`src/hw/rtl/owtr_pkg.sv`:
```
// shared types, widths and constants for the one-wire temperature reader
// no dependencies

package owtr_pkg;

  localparam int unsigned TimerWidth = 20;
  localparam logic [TimerWidth-1:0] TimerMax = {TimerWidth{1'b1}};

  // conversion wait register width and the width phase limits are compared in
  localparam int unsigned ConvWidth  = 20;
  localparam int unsigned LimitWidth = (TimerWidth > ConvWidth) ? TimerWidth : ConvWidth;

  localparam int unsigned CfgIdxWidth  = 3;
  localparam int unsigned CfgDataWidth = 20;

  // configuration register indexes
  localparam logic [CfgIdxWidth-1:0] CfgResetLow  = 3'd0;
  localparam logic [CfgIdxWidth-1:0] CfgResetWait = 3'd1;
  localparam logic [CfgIdxWidth-1:0] CfgOneLow    = 3'd2;
  localparam logic [CfgIdxWidth-1:0] CfgZeroLow   = 3'd3;
  localparam logic [CfgIdxWidth-1:0] CfgSample    = 3'd4;
  localparam logic [CfgIdxWidth-1:0] CfgSlot      = 3'd5;
  localparam logic [CfgIdxWidth-1:0] CfgConvWait  = 3'd6;

  // bus commands
  localparam logic [7:0] CmdSkipRom  = 8'hCC;
  localparam logic [7:0] CmdConvert  = 8'h44;
  localparam logic [7:0] CmdReadPad  = 8'hBE;

  // byte steps of a measurement
  localparam logic [2:0] StepSkipA   = 3'd0;
  localparam logic [2:0] StepConvert = 3'd1;
  localparam logic [2:0] StepSkipB   = 3'd2;
  localparam logic [2:0] StepReadLo  = 3'd4;
  localparam logic [2:0] StepReadHi  = 3'd5;

  typedef enum logic [5:0] {
    PhIdle    = 6'b000001,
    PhRstLow  = 6'b000010,
    PhRstWait = 6'b000100,
    PhWrite   = 6'b001000,
    PhConv    = 6'b010000,
    PhRead    = 6'b100000
  } phase_e;

  function automatic logic [7:0] command_for(input logic [3:0] step);
    logic [7:0] cmd;
    unique case (step)
      4'd0:    cmd = CmdSkipRom;
      4'd1:    cmd = CmdConvert;
      4'd2:    cmd = CmdSkipRom;
      default: cmd = CmdReadPad;
    endcase
    return cmd;
  endfunction

endpackage

```
`src/hw/rtl/one_wire_temperature_reader.sv`:
```
// one-wire temperature reader: bus sequencer, tick timer and output register
// depends on owtr_pkg
//
// channel  | dir | transfer moves                       | tdata (lowest bit up)
// s_axis   | in  | one timer tick of the bus            | start_req, bus_level, pad
// m_axis   | out | one line/status result per tick      | drive_low, busy_res,
//          |     |                                      | done_res, temp_tenths,
//          |     |                                      | raw_low, raw_high, pad
// cfg      | in  | one timing register write            | -
//
// one tick per clock while the output is not stalled: when a tick is taken,
// the sequencer state and the output register take its result together.
// a new tick is taken while the output register is empty or being drained.
// reset returns the sequencer to idle with zeroed readings and default timings.
// a stalled output holds its result and stops the input side only then.

module one_wire_temperature_reader
  import owtr_pkg::*;
(
  input  logic                    clk_i,
  input  logic                    rst_ni,
  input  logic                    s_axis_tvalid,
  output logic                    s_axis_tready,
  input  logic [7:0]              s_axis_tdata,   // start_req, bus_level, 6 zero bits
  output logic                    m_axis_tvalid,
  input  logic                    m_axis_tready,
  output logic [39:0]             m_axis_tdata,   // drive_low, busy_res, done_res,
                                                  // temp_tenths[15:0], raw_low[7:0],
                                                  // raw_high[7:0], 5 zero bits
  input  logic                    cfg_we_i,
  input  logic [CfgIdxWidth-1:0]  cfg_idx_i,
  input  logic [CfgDataWidth-1:0] cfg_data_i
);

  // timing registers
  logic [11:0]           rst_low_q, rst_wait_q;
  logic [7:0]            one_low_q, zero_low_q, sample_q, slot_q;
  logic [ConvWidth-1:0]  conv_wait_q;

  // sequencer state
  phase_e                phase_q, phase_d;
  logic [TimerWidth-1:0] tick_q, tick_d;
  logic [2:0]            bit_q, bit_d;
  logic [2:0]            step_q, step_d;
  logic [7:0]            shift_q, shift_d;
  logic [7:0]            low_q, low_d;
  logic [7:0]            high_q, high_d;
  logic [15:0]           tenths_q, tenths_d;

  // output register
  logic                  out_valid_q;
  logic [39:0]           out_data_q;

  logic                  accept;
  logic                  start_req, bus_level;
  logic                  drive, busy, done;
  logic [TimerWidth-1:0] tick_inc;
  logic [LimitWidth-1:0] limit;
  logic                  phase_end;
  logic [7:0]            slot_len, sample_at, low_time;
  logic [3:0]            step_inc;
  logic [7:0]            shift_rd;
  logic [19:0]           tenths_sum;

  assign s_axis_tready = !out_valid_q || m_axis_tready;
  assign accept        = s_axis_tvalid && s_axis_tready;
  assign start_req     = s_axis_tdata[0];
  assign bus_level     = s_axis_tdata[1];

  assign slot_len  = (slot_q == 8'd0) ? 8'd1 : slot_q;
  assign sample_at = (sample_q < slot_len) ? sample_q : slot_len - 8'd1;
  assign low_time  = shift_q[0] ? one_low_q : zero_low_q;
  assign step_inc  = {1'b0, step_q} + 4'd1;

  // saturating tick counter shared by all timed phases
  assign tick_inc = (tick_q == TimerMax) ? tick_q : tick_q + TimerWidth'(1);

  always_comb begin
    unique case (phase_q)
      PhRstLow:  limit = LimitWidth'(rst_low_q);
      PhRstWait: limit = LimitWidth'(rst_wait_q);
      PhConv:    limit = LimitWidth'(conv_wait_q);
      default:   limit = LimitWidth'(slot_len);
    endcase
  end

  assign phase_end = (LimitWidth'(tick_inc) >= limit) || (tick_inc == TimerMax);

  // read slot sample, taken before the slot-end bookkeeping
  assign shift_rd = (tick_q == TimerWidth'(sample_at)) ? {bus_level, shift_q[7:1]} : shift_q;

  // raw * 10 + 8 as shifts, then divide by 16
  assign tenths_sum = ({4'd0, shift_rd, low_q} << 3) + ({4'd0, shift_rd, low_q} << 1)
                    + 20'd8;

  always_comb begin
    phase_d  = phase_q;
    tick_d   = tick_q;
    bit_d    = bit_q;
    step_d   = step_q;
    shift_d  = shift_q;
    low_d    = low_q;
    high_d   = high_q;
    tenths_d = tenths_q;
    drive    = 1'b0;
    busy     = 1'b1;
    done     = 1'b0;
    unique case (phase_q)
      PhIdle: begin
        busy = 1'b0;
        if (start_req) begin
          phase_d = PhRstLow;
          tick_d  = '0;
          step_d  = StepSkipA;
        end
      end
      PhRstLow: begin
        drive  = 1'b1;
        tick_d = tick_inc;
        if (phase_end) begin
          phase_d = PhRstWait;
          tick_d  = '0;
        end
      end
      PhRstWait: begin
        tick_d = tick_inc;
        if (phase_end) begin
          phase_d = PhWrite;
          tick_d  = '0;
          bit_d   = '0;
          shift_d = command_for({1'b0, step_q});
        end
      end
      PhWrite: begin
        drive  = tick_q < TimerWidth'(low_time);
        tick_d = tick_inc;
        if (phase_end) begin
          tick_d  = '0;
          shift_d = {1'b0, shift_q[7:1]};
          if (bit_q != 3'd7) begin
            bit_d = bit_q + 3'd1;
          end else begin
            bit_d  = '0;
            step_d = step_inc[2:0];
            priority if (step_inc == 4'd2) begin
              phase_d = PhConv;
            end else if (step_inc >= 4'd4) begin
              step_d  = StepReadLo;
              shift_d = '0;
              phase_d = PhRead;
            end else begin
              shift_d = command_for(step_inc);
            end
          end
        end
      end
      PhConv: begin
        tick_d = tick_inc;
        if (phase_end) begin
          phase_d = PhRstLow;
          tick_d  = '0;
          step_d  = StepSkipB;
        end
      end
      PhRead: begin
        drive   = tick_q < TimerWidth'(one_low_q);
        shift_d = shift_rd;
        tick_d  = tick_inc;
        if (phase_end) begin
          tick_d = '0;
          if (bit_q != 3'd7) begin
            bit_d = bit_q + 3'd1;
          end else begin
            bit_d = '0;
            if (step_q == StepReadLo) begin
              low_d   = shift_rd;
              shift_d = '0;
              step_d  = StepReadHi;
            end else begin
              high_d   = shift_rd;
              tenths_d = tenths_sum[19:4];
              done     = 1'b1;
              phase_d  = PhIdle;
              step_d   = StepSkipA;
            end
          end
        end
      end
      default: begin
        busy    = 1'b0;
        phase_d = PhIdle;
        tick_d  = '0;
      end
    endcase
  end

  always_ff @(posedge clk_i or negedge rst_ni) begin
    if (!rst_ni) begin
      phase_q  <= PhIdle;
      tick_q   <= '0;
      bit_q    <= '0;
      step_q   <= '0;
      shift_q  <= '0;
      low_q    <= '0;
      high_q   <= '0;
      tenths_q <= '0;
    end else if (accept) begin
      phase_q  <= phase_d;
      tick_q   <= tick_d;
      bit_q    <= bit_d;
      step_q   <= step_d;
      shift_q  <= shift_d;
      low_q    <= low_d;
      high_q   <= high_d;
      tenths_q <= tenths_d;
    end
  end

  always_ff @(posedge clk_i or negedge rst_ni) begin
    if (!rst_ni) begin
      rst_low_q   <= 12'd480;
      rst_wait_q  <= 12'd480;
      one_low_q   <= 8'd2;
      zero_low_q  <= 8'd60;
      sample_q    <= 8'd12;
      slot_q      <= 8'd70;
      conv_wait_q <= ConvWidth'(750000);
    end else if (cfg_we_i) begin
      unique case (cfg_idx_i)
        CfgResetLow:  rst_low_q   <= cfg_data_i[11:0];
        CfgResetWait: rst_wait_q  <= cfg_data_i[11:0];
        CfgOneLow:    one_low_q   <= cfg_data_i[7:0];
        CfgZeroLow:   zero_low_q  <= cfg_data_i[7:0];
        CfgSample:    sample_q    <= cfg_data_i[7:0];
        CfgSlot:      slot_q      <= cfg_data_i[7:0];
        CfgConvWait:  conv_wait_q <= cfg_data_i[ConvWidth-1:0];
        default:      ;
      endcase
    end
  end

  always_ff @(posedge clk_i or negedge rst_ni) begin
    if (!rst_ni) begin
      out_valid_q <= 1'b0;
    end else if (accept) begin
      out_valid_q <= 1'b1;
    end else if (m_axis_tready) begin
      out_valid_q <= 1'b0;
    end
  end

  always_ff @(posedge clk_i) begin
    if (accept) begin
      out_data_q <= {5'd0, high_d, low_d, tenths_d, done, busy, drive};
    end
  end

  assign m_axis_tvalid = out_valid_q;
  assign m_axis_tdata  = out_data_q;

endmodule
```
`config.mk`:
```
export PLATFORM = sky130hd
export DESIGN_NAME = one_wire_temperature_reader
export DESIGN_NICKNAME = d
export VERILOG_FILES = /design/src/hw/rtl/owtr_pkg.sv /design/src/hw/rtl/one_wire_temperature_reader.sv
export SDC_FILE = /design/constraint.sdc
export NUM_CORES = 1
export LEC_CHECK = 0
export ABC_CLOCK_PERIOD_IN_PS = 6600
export BUFFER_PORTS_ARGS = -buffer_cell sky130_fd_sc_hd__clkbuf_2
export CORE_MARGIN = 4
export CORE_UTILIZATION = 38
export DETAILED_ROUTE_END_ITERATION = 8
export PLACE_DENSITY_LB_ADDON = 0.12
export RECOVER_POWER = 50
export SLEW_MARGIN = 10
export SYNTH_ARGS = -nofsm -noshare
export SYNTH_HDL_FRONTEND = slang
export SYNTH_SLANG_ARGS = --single-unit
```
`constraint.sdc`:
```
create_clock -name clk_i -period 6.6 [get_ports clk_i]
set_clock_uncertainty 0.2 [all_clocks]
set_input_delay 0.66 -clock clk_i [delete_from_list [all_inputs] [get_ports clk_i]]
set_output_delay 0.66 -clock clk_i [all_outputs]
set_load 0.02 [all_outputs]
```
# --- Yosys cells after proc, flatten, opt, wreduce, memory -nomap -nowiden ---
# Cells that the tools add are included.
# Widths: inputs -> output; s select.
totals:
  ff_bits: 184
  inputBits: 36
  output_inout_bits: 42
op_classes:
  addsub: 6
  order_cmp: 5
  n_eq_ne: 32
  n_mux: 63
  n_bitwise: 2
  reduce_logical: 28
op_table:
  columns: ["op", "n"]
  rows:
  - ["$mux 8", 20]
  - ["$mux 6", 11]
  - ["$mux 16", 4]
  - ["$mux 20", 3]
  - ["$pmux 20 s3", 1]
  - ["$eq 20x20->1 const B", 2]
  - ["$lt 20x8->1", 2]
  - ["$pmux 20 s2", 1]
  - ["$mux 3", 12]
  - ["$pmux 6 s6", 1]
  - ["$pmux 8 s2", 2]
  - ["$pmux 8 s3", 1]
  - ["$add 19x17->20", 1]
  - ["$add 20x1->20 const B", 1]
  - ["$add 20x4->20 const B", 1]
  - ["$eq 20x8->1", 1]
  - ["$ge 20x20->1", 1]
  - ["$ne 2x2->1 const B", 9]
  - ["$reduce_and 2->1", 8]
  - ["$eq 3x3->1 const B", 4]
  - ["$pmux 3 s4", 1]
  - ["$reduce_and 11->1", 1]
  - ["$eq 3x2->1 const B", 3]
  - ["$logic_not 8->1", 1]
  - ["other kinds (33)", 44]

# --- Depth between registers and ports, before layout ---
depth:
  depth_word: 12
  depth_mapped: 23
  depth_no_buf: 22

# --- Least setup slack after synthesis ---
# No wires, ideal clock.
synth_timing:
  path_kind: "reg-to-reg"
  start: "reg slot_q[6]"
  end: "reg out_data_q[17] (netlist: m_axis_tdata[17]) (data pin)"
  arrival_ns: 5.155
  t_required_ns: 6.140
  slack_ns: 0.985
  stages_incl_launch_ff: 23
  path_buffers: 1
  synth_period_minus_slack_ns: 5.615
  path_cell_list: "dfstp_2 > inv_1 > ha_1 > o21ai_0 > nor2_1 > o32ai_2 > mux2_2 > a211o_1 > nor4_1 > nand4_1 > buf_6 > mux2_4 > ha_1 > ha_1 > nor3_1 > nor2_1 > a31oi_1 > nor2b_1 > o21a_1 > o41a_1 > a31oi_1 > xnor2_2 > mux2_2"
synth_via:
  elab_chain_len: 12
synth_rtl:
  columns: ["element", "line_no", "source"]
  rows:
  - ["from (decl)", "one_wire_temperature_reader.sv:37", "logic [7:0] one_low_q, zero_low_q, sample_q, slot_q;"]
  - ["from (signal assigned)", "one_wire_temperature_reader.sv:235", "CfgSlot: slot_q <= cfg_data_i[7:0];"]
  - ["$logic_not 8->1", "one_wire_temperature_reader.sv:70", "assign slot_len = (slot_q == 8'd0) ? 8'd1 : slot_q;"]
  - ["$mux 8 *", "one_wire_temperature_reader.sv:70", null]
  - ["$sub 8x1->8 or $lt 8x8->1 (tied branches)", "one_wire_temperature_reader.sv:71", "assign sample_at = (sample_q < slot_len) ? sample_q : slot_len - 8'd1;"]
  - ["$mux 8", "one_wire_temperature_reader.sv:71", null]
  - ["$eq 20x8->1", "one_wire_temperature_reader.sv:90", "assign shift_rd = (tick_q == TimerWidth'(sample_at)) ? {bus_level, shift_q[7:1]} : shift_q;"]
  - ["$mux 8", "one_wire_temperature_reader.sv:90", null]
  - ["$add 19x17->20", "one_wire_temperature_reader.sv:93", "assign tenths_sum = ({4'd0, shift_rd, low_q} << 3) + ({4'd0, shift_rd, low_q} << 1)"]
  - ["$add 20x4->20", "one_wire_temperature_reader.sv:94", "+ 20'd8;"]
  - ["$mux 16", "one_wire_temperature_reader.sv:175", "if (step_q == StepReadLo) begin"]
  - ["$mux 16", "one_wire_temperature_reader.sv:171", "if (bit_q != 3'd7) begin"]
  - ["$mux 16 *", "one_wire_temperature_reader.sv:169", "if (phase_end) begin"]
  - ["$mux 16 *", "one_wire_temperature_reader.sv:108", "unique case (phase_q)"]
  - ["named net tenths_d[14]", "one_wire_temperature_reader.sv:48", "logic [15:0] tenths_q, tenths_d;"]
  - ["to (signal assigned)", "one_wire_temperature_reader.sv:254", "out_data_q <= {5'd0, high_d, low_d, tenths_d, done, busy, drive};"]
  - ["to (decl)", "one_wire_temperature_reader.sv:52", "logic [39:0] out_data_q;"]
# Mark *: on every way through the listed nets, which the timed path passes. The rest lies on a longest branch.
# A chain may end at the register's enable or synchronous reset.

# --- Final worst setup path ---
layout_timing:
  start: "reg slot_q[2]"
  end: "reg out_data_q[16] (netlist: m_axis_tdata[16]) (data pin)"
# The elaborated chain is that of the path after synthesis.

==> impl_metrics.toml <==
[grt]
grt_antenna_before_repair = 0
grt_usage_pct = 16.4
grt.overflow.total = 0
grt_max_degree = 86
first_global_vias = 7487
grt_pass1_wl_um = 41000

[place]
hpwl_um = 18200
pre_cts_ws_ns = 0.635
place_congestion = 0.863
numPortBuffers = 66

[layout]
antenna_cells = 0
layout.nets = 1164
drive_gt1_share_pct = 25.0
area_delta_synth_final_pct = 12.0

[sta]
fin_crit_ns = 5.99
worstMarginPinSlew_ns = 4.69
max_slew_margin_pct = -213
tns_ns = 0
min_period_over_period_pct = 90.7
rsz0062_at_grt = "false"
slew_violations = 123
max_freq_mhz = 167
setup_viol = 0
layout_setup_ws_ns = 0.611
whs_ns = 0.243
hold_viol_final = 0

[synth]
ys_types = 75
synth_xor_area_share_pct = 2.66
synth.area.top_cells = "dfrtp_1 (28%), mux2_2 (14%), edfxtp_1 (9.7%)"
synth-main-ff-cell = "dfrtp_1"
async_flop_share_pct = 81.0
synth_compound_area_share_pct = 12.0
syn-instance-count = 985
synth_seq_cells = 184
synth_top_family_by_area = "multiplexers"
yosys.area_share.adder_pct = 8.99
synth.area.mux_share_pct = 15.5
synth_common_cells = "mux2_2 (133), dfrtp_1 (120), nand2_1 (83)"
synthesis.area_mm2 = 0.0108
synth_edf_count = 35
seq_area_frac_synth_pct = 44.6
postSynthAreaPerCell_um2 = 11.0
yosysMostFrequentCell = "mux2_2"
yosys.area.top_type = "dfrtp_1"
synth-simple-area-share_pct = 13.0
synth_top_area_share_pct = 27.8
ys_warn_count = 0

[drt]
drt_first_pass_iters = 6
drtIter0Drc = 426
postRouteAntennaNets = 0
routed_wl_um = 25100
drt-vias-per-instance = 5.29
num_vias = 7622
drcViolationCount = 0
wl_per_cell_um = 17.4

[critical_path]
reg2reg_depth = 21
rr_endpoint = "m_axis_tdata[16]"
timing.rr.start = "slot_q[2]"
reg2reg_slack_ns = 0.61
path_max_fanout = 11
path_buf_inv = 2
cpPeakStageDelay_ns = 0.60
end_kind = "flip-flop"
crit_family = "compound AO/OA/AOI/OAI gates"
critical_path_class = "flip-flop to flip-flop"
cp.arrival_ns = 5.97
cp_slowest_cell = "dfstp_2"
timing.critical_path.mode_cell = "ha_1"
crit_path_start_kind = "flip-flop"
crit_chain = "inv_1 > ha_1 > a2111oi_0 > o21ai_0 > o32ai_2 > mux2_2 > a211o_1 > nor4_1 > nand4_1 > buf_4 > mux2_4 > ha_1 > ha_1 > nor3_1 > a211oi_1 > o31a_1 > o21ai_0 > nand2b_1 > a2111oi_0 > nor3_1 > mux2_2"
cp.required_ns = 6.58

[clock_tree]
clock-sinks = 184
clockBufferDepth = 2
ctsResizeCount = 0
cts_setup_buffers = 0
ctsHoldBuffers = 0
clk-insertion-delay-late_ns = 0.43
cts_buffers = 17
clk_pin_slew_ns = 0.08
clock-root-buffer = "clkbuf_16"
cts_tree = "done"
h-tree-depth = 4

[pwr]
powerDensity_mw_per_mm2 = 289
leakagePower_nw = 5.40
ir_drop_uv = 135

[run_status]
violations = "max-capacitance violations, max-slew violations"
status = "complete, but fails checks"

[die]
die_h_um = 177
initial_core_util_pct = 38.7
die_w_um = 177
io_pins = 78
die-area_mm2 = 0.0312
coreArea_mm2 = 0.0279
placementRows = 61

[min_path]
hold_depth = 2
worstHoldEndpoint = "m_axis_tvalid"
min_path_type = "primary input to flip-flop"
hp-start = "s_axis_tvalid"

[run]
cap_violations = 2
## sequential cells by signal, indices dropped and copies added (netlist names)
signal / count
m_axis_tdata: 35
conv_wait_q: 20
tick_q: 20
tenths_q: 16
rst_low_q: 12
rst_wait_q: 12
high_q: 8
low_q: 8
one_low_q: 8
sample_q: 8
shift_q: 8
slot_q: 8
zero_low_q: 8
phase_q: 6
bit_q: 3
step_q: 3
m_axis_tvalid: 1
## worst max path at each step
stage | slack (ns) | end | depth (start not counted) | start
2_1_floorplan | 0.99 | m_axis_tdata[17] | 22 | slot_q[6]
3_3_place_gp | 0.58 | m_axis_tdata[17] | 22 | slot_q[2]
3_5_place_dp | 0.63 | m_axis_tdata[17] | 22 | slot_q[2]
4_1_cts | 0.58 | m_axis_tdata[17] | 22 | slot_q[2]
5_1_grt | 0.27 | m_axis_tdata[17] | 23 | slot_q[5]
6_report | 0.61 | m_axis_tdata[16] | 21 | slot_q[2]
## placed cells by master, fill, tap and decap left out, types with 15 or more instances in the layout
cell | Yosys | layout
clkbuf_16 | 0 | 17
nor3_1 | 20 | 18
ha_1 | 76 | 76
buf_4 | 7 | 15
nor2_1 | 55 | 55
nand2_1 | 83 | 83
mux2_2 | 133 | 133
xnor2_1 | 23 | 23
nand3_1 | 17 | 17
a21oi_1 | 31 | 31
dfrtp_1 | 120 | 120
dfstp_2 | 29 | 29
mux2i_1 | 15 | 15
inv_1 | 36 | 36
clkbuf_1 | 23 | 44
edfxtp_1 | 35 | 35
clkbuf_2 | 0 | 26
o21ai_0 | 49 | 48
a21o_1 | 15 | 15
nand2b_1 | 15 | 15
## per-stage QoR
stage | std cells | power (mW) | cell area (µm²) | utilization, %
final | 1442 | 3.49 | 12100 | 43.3
after global placement | 1410 | 2.50 | 11600 | 41.5
after CTS | 1442 | 3.55 | 12200 | 43.5
after global routing | 1442 | 3.74 | 12100 | 43.3
after detailed placement | 1410 | 2.51 | 11600 | 41.5
after floorplan | 989 | 2.21 | 10800 | -
## power breakdown
group,internal [mW],total [mW],switching (mW)
registers,1.34,1.46,0.120
clock network,0.510,1.01,0.500
logic,0.440,1.02,0.578
total,2.29,3.49,1.20
## per-layer routing
metal	up-vias	routed length (µm)	global-route usage [%]
li1	3790	-	-
met1	3721	12500	23.5
met2	104	11800	26.4
met3	7	715	2.72
met4	0	160	2.97
met5	-	0	0
## cell families (layout without fill, tap and decap cells)
group | count (synthesis) | after routing
AND/OR/NAND/NOR | 276 | 276
AO/OA/AOI/OAI | 187 | 187
flip-flops | 184 | 184
multiplexers | 150 | 150
buffers and inverters | 78 | 153
adder cells (fa/ha/maj) | 77 | 77
XOR/XNOR | 32 | 32
other | 1 | 5
## worst reg2reg max path: cells and delay by family, from the launching register on
kind | cells | cell delay, ns
AO/OA/AOI/OAI | 8 | 2.10
adder cells (fa/ha/maj) | 3 | 0.74
buffers and inverters | 2 | 0.29
flip-flops | 1 | 0.60
multiplexers | 3 | 1.01
AND/OR/NAND/NOR | 5 | 0.82
## area by class of cell
class	count	area [µm²]
clock inverter	14	153
clock buffer	18	429
inverter	37	139
sequential	184	4820
tap	378	473
multi-input combinational	727	5680
fill	2740	15800
timing repair buffer	84	404
No activity file was read; power rests on OpenSTA's default activity.
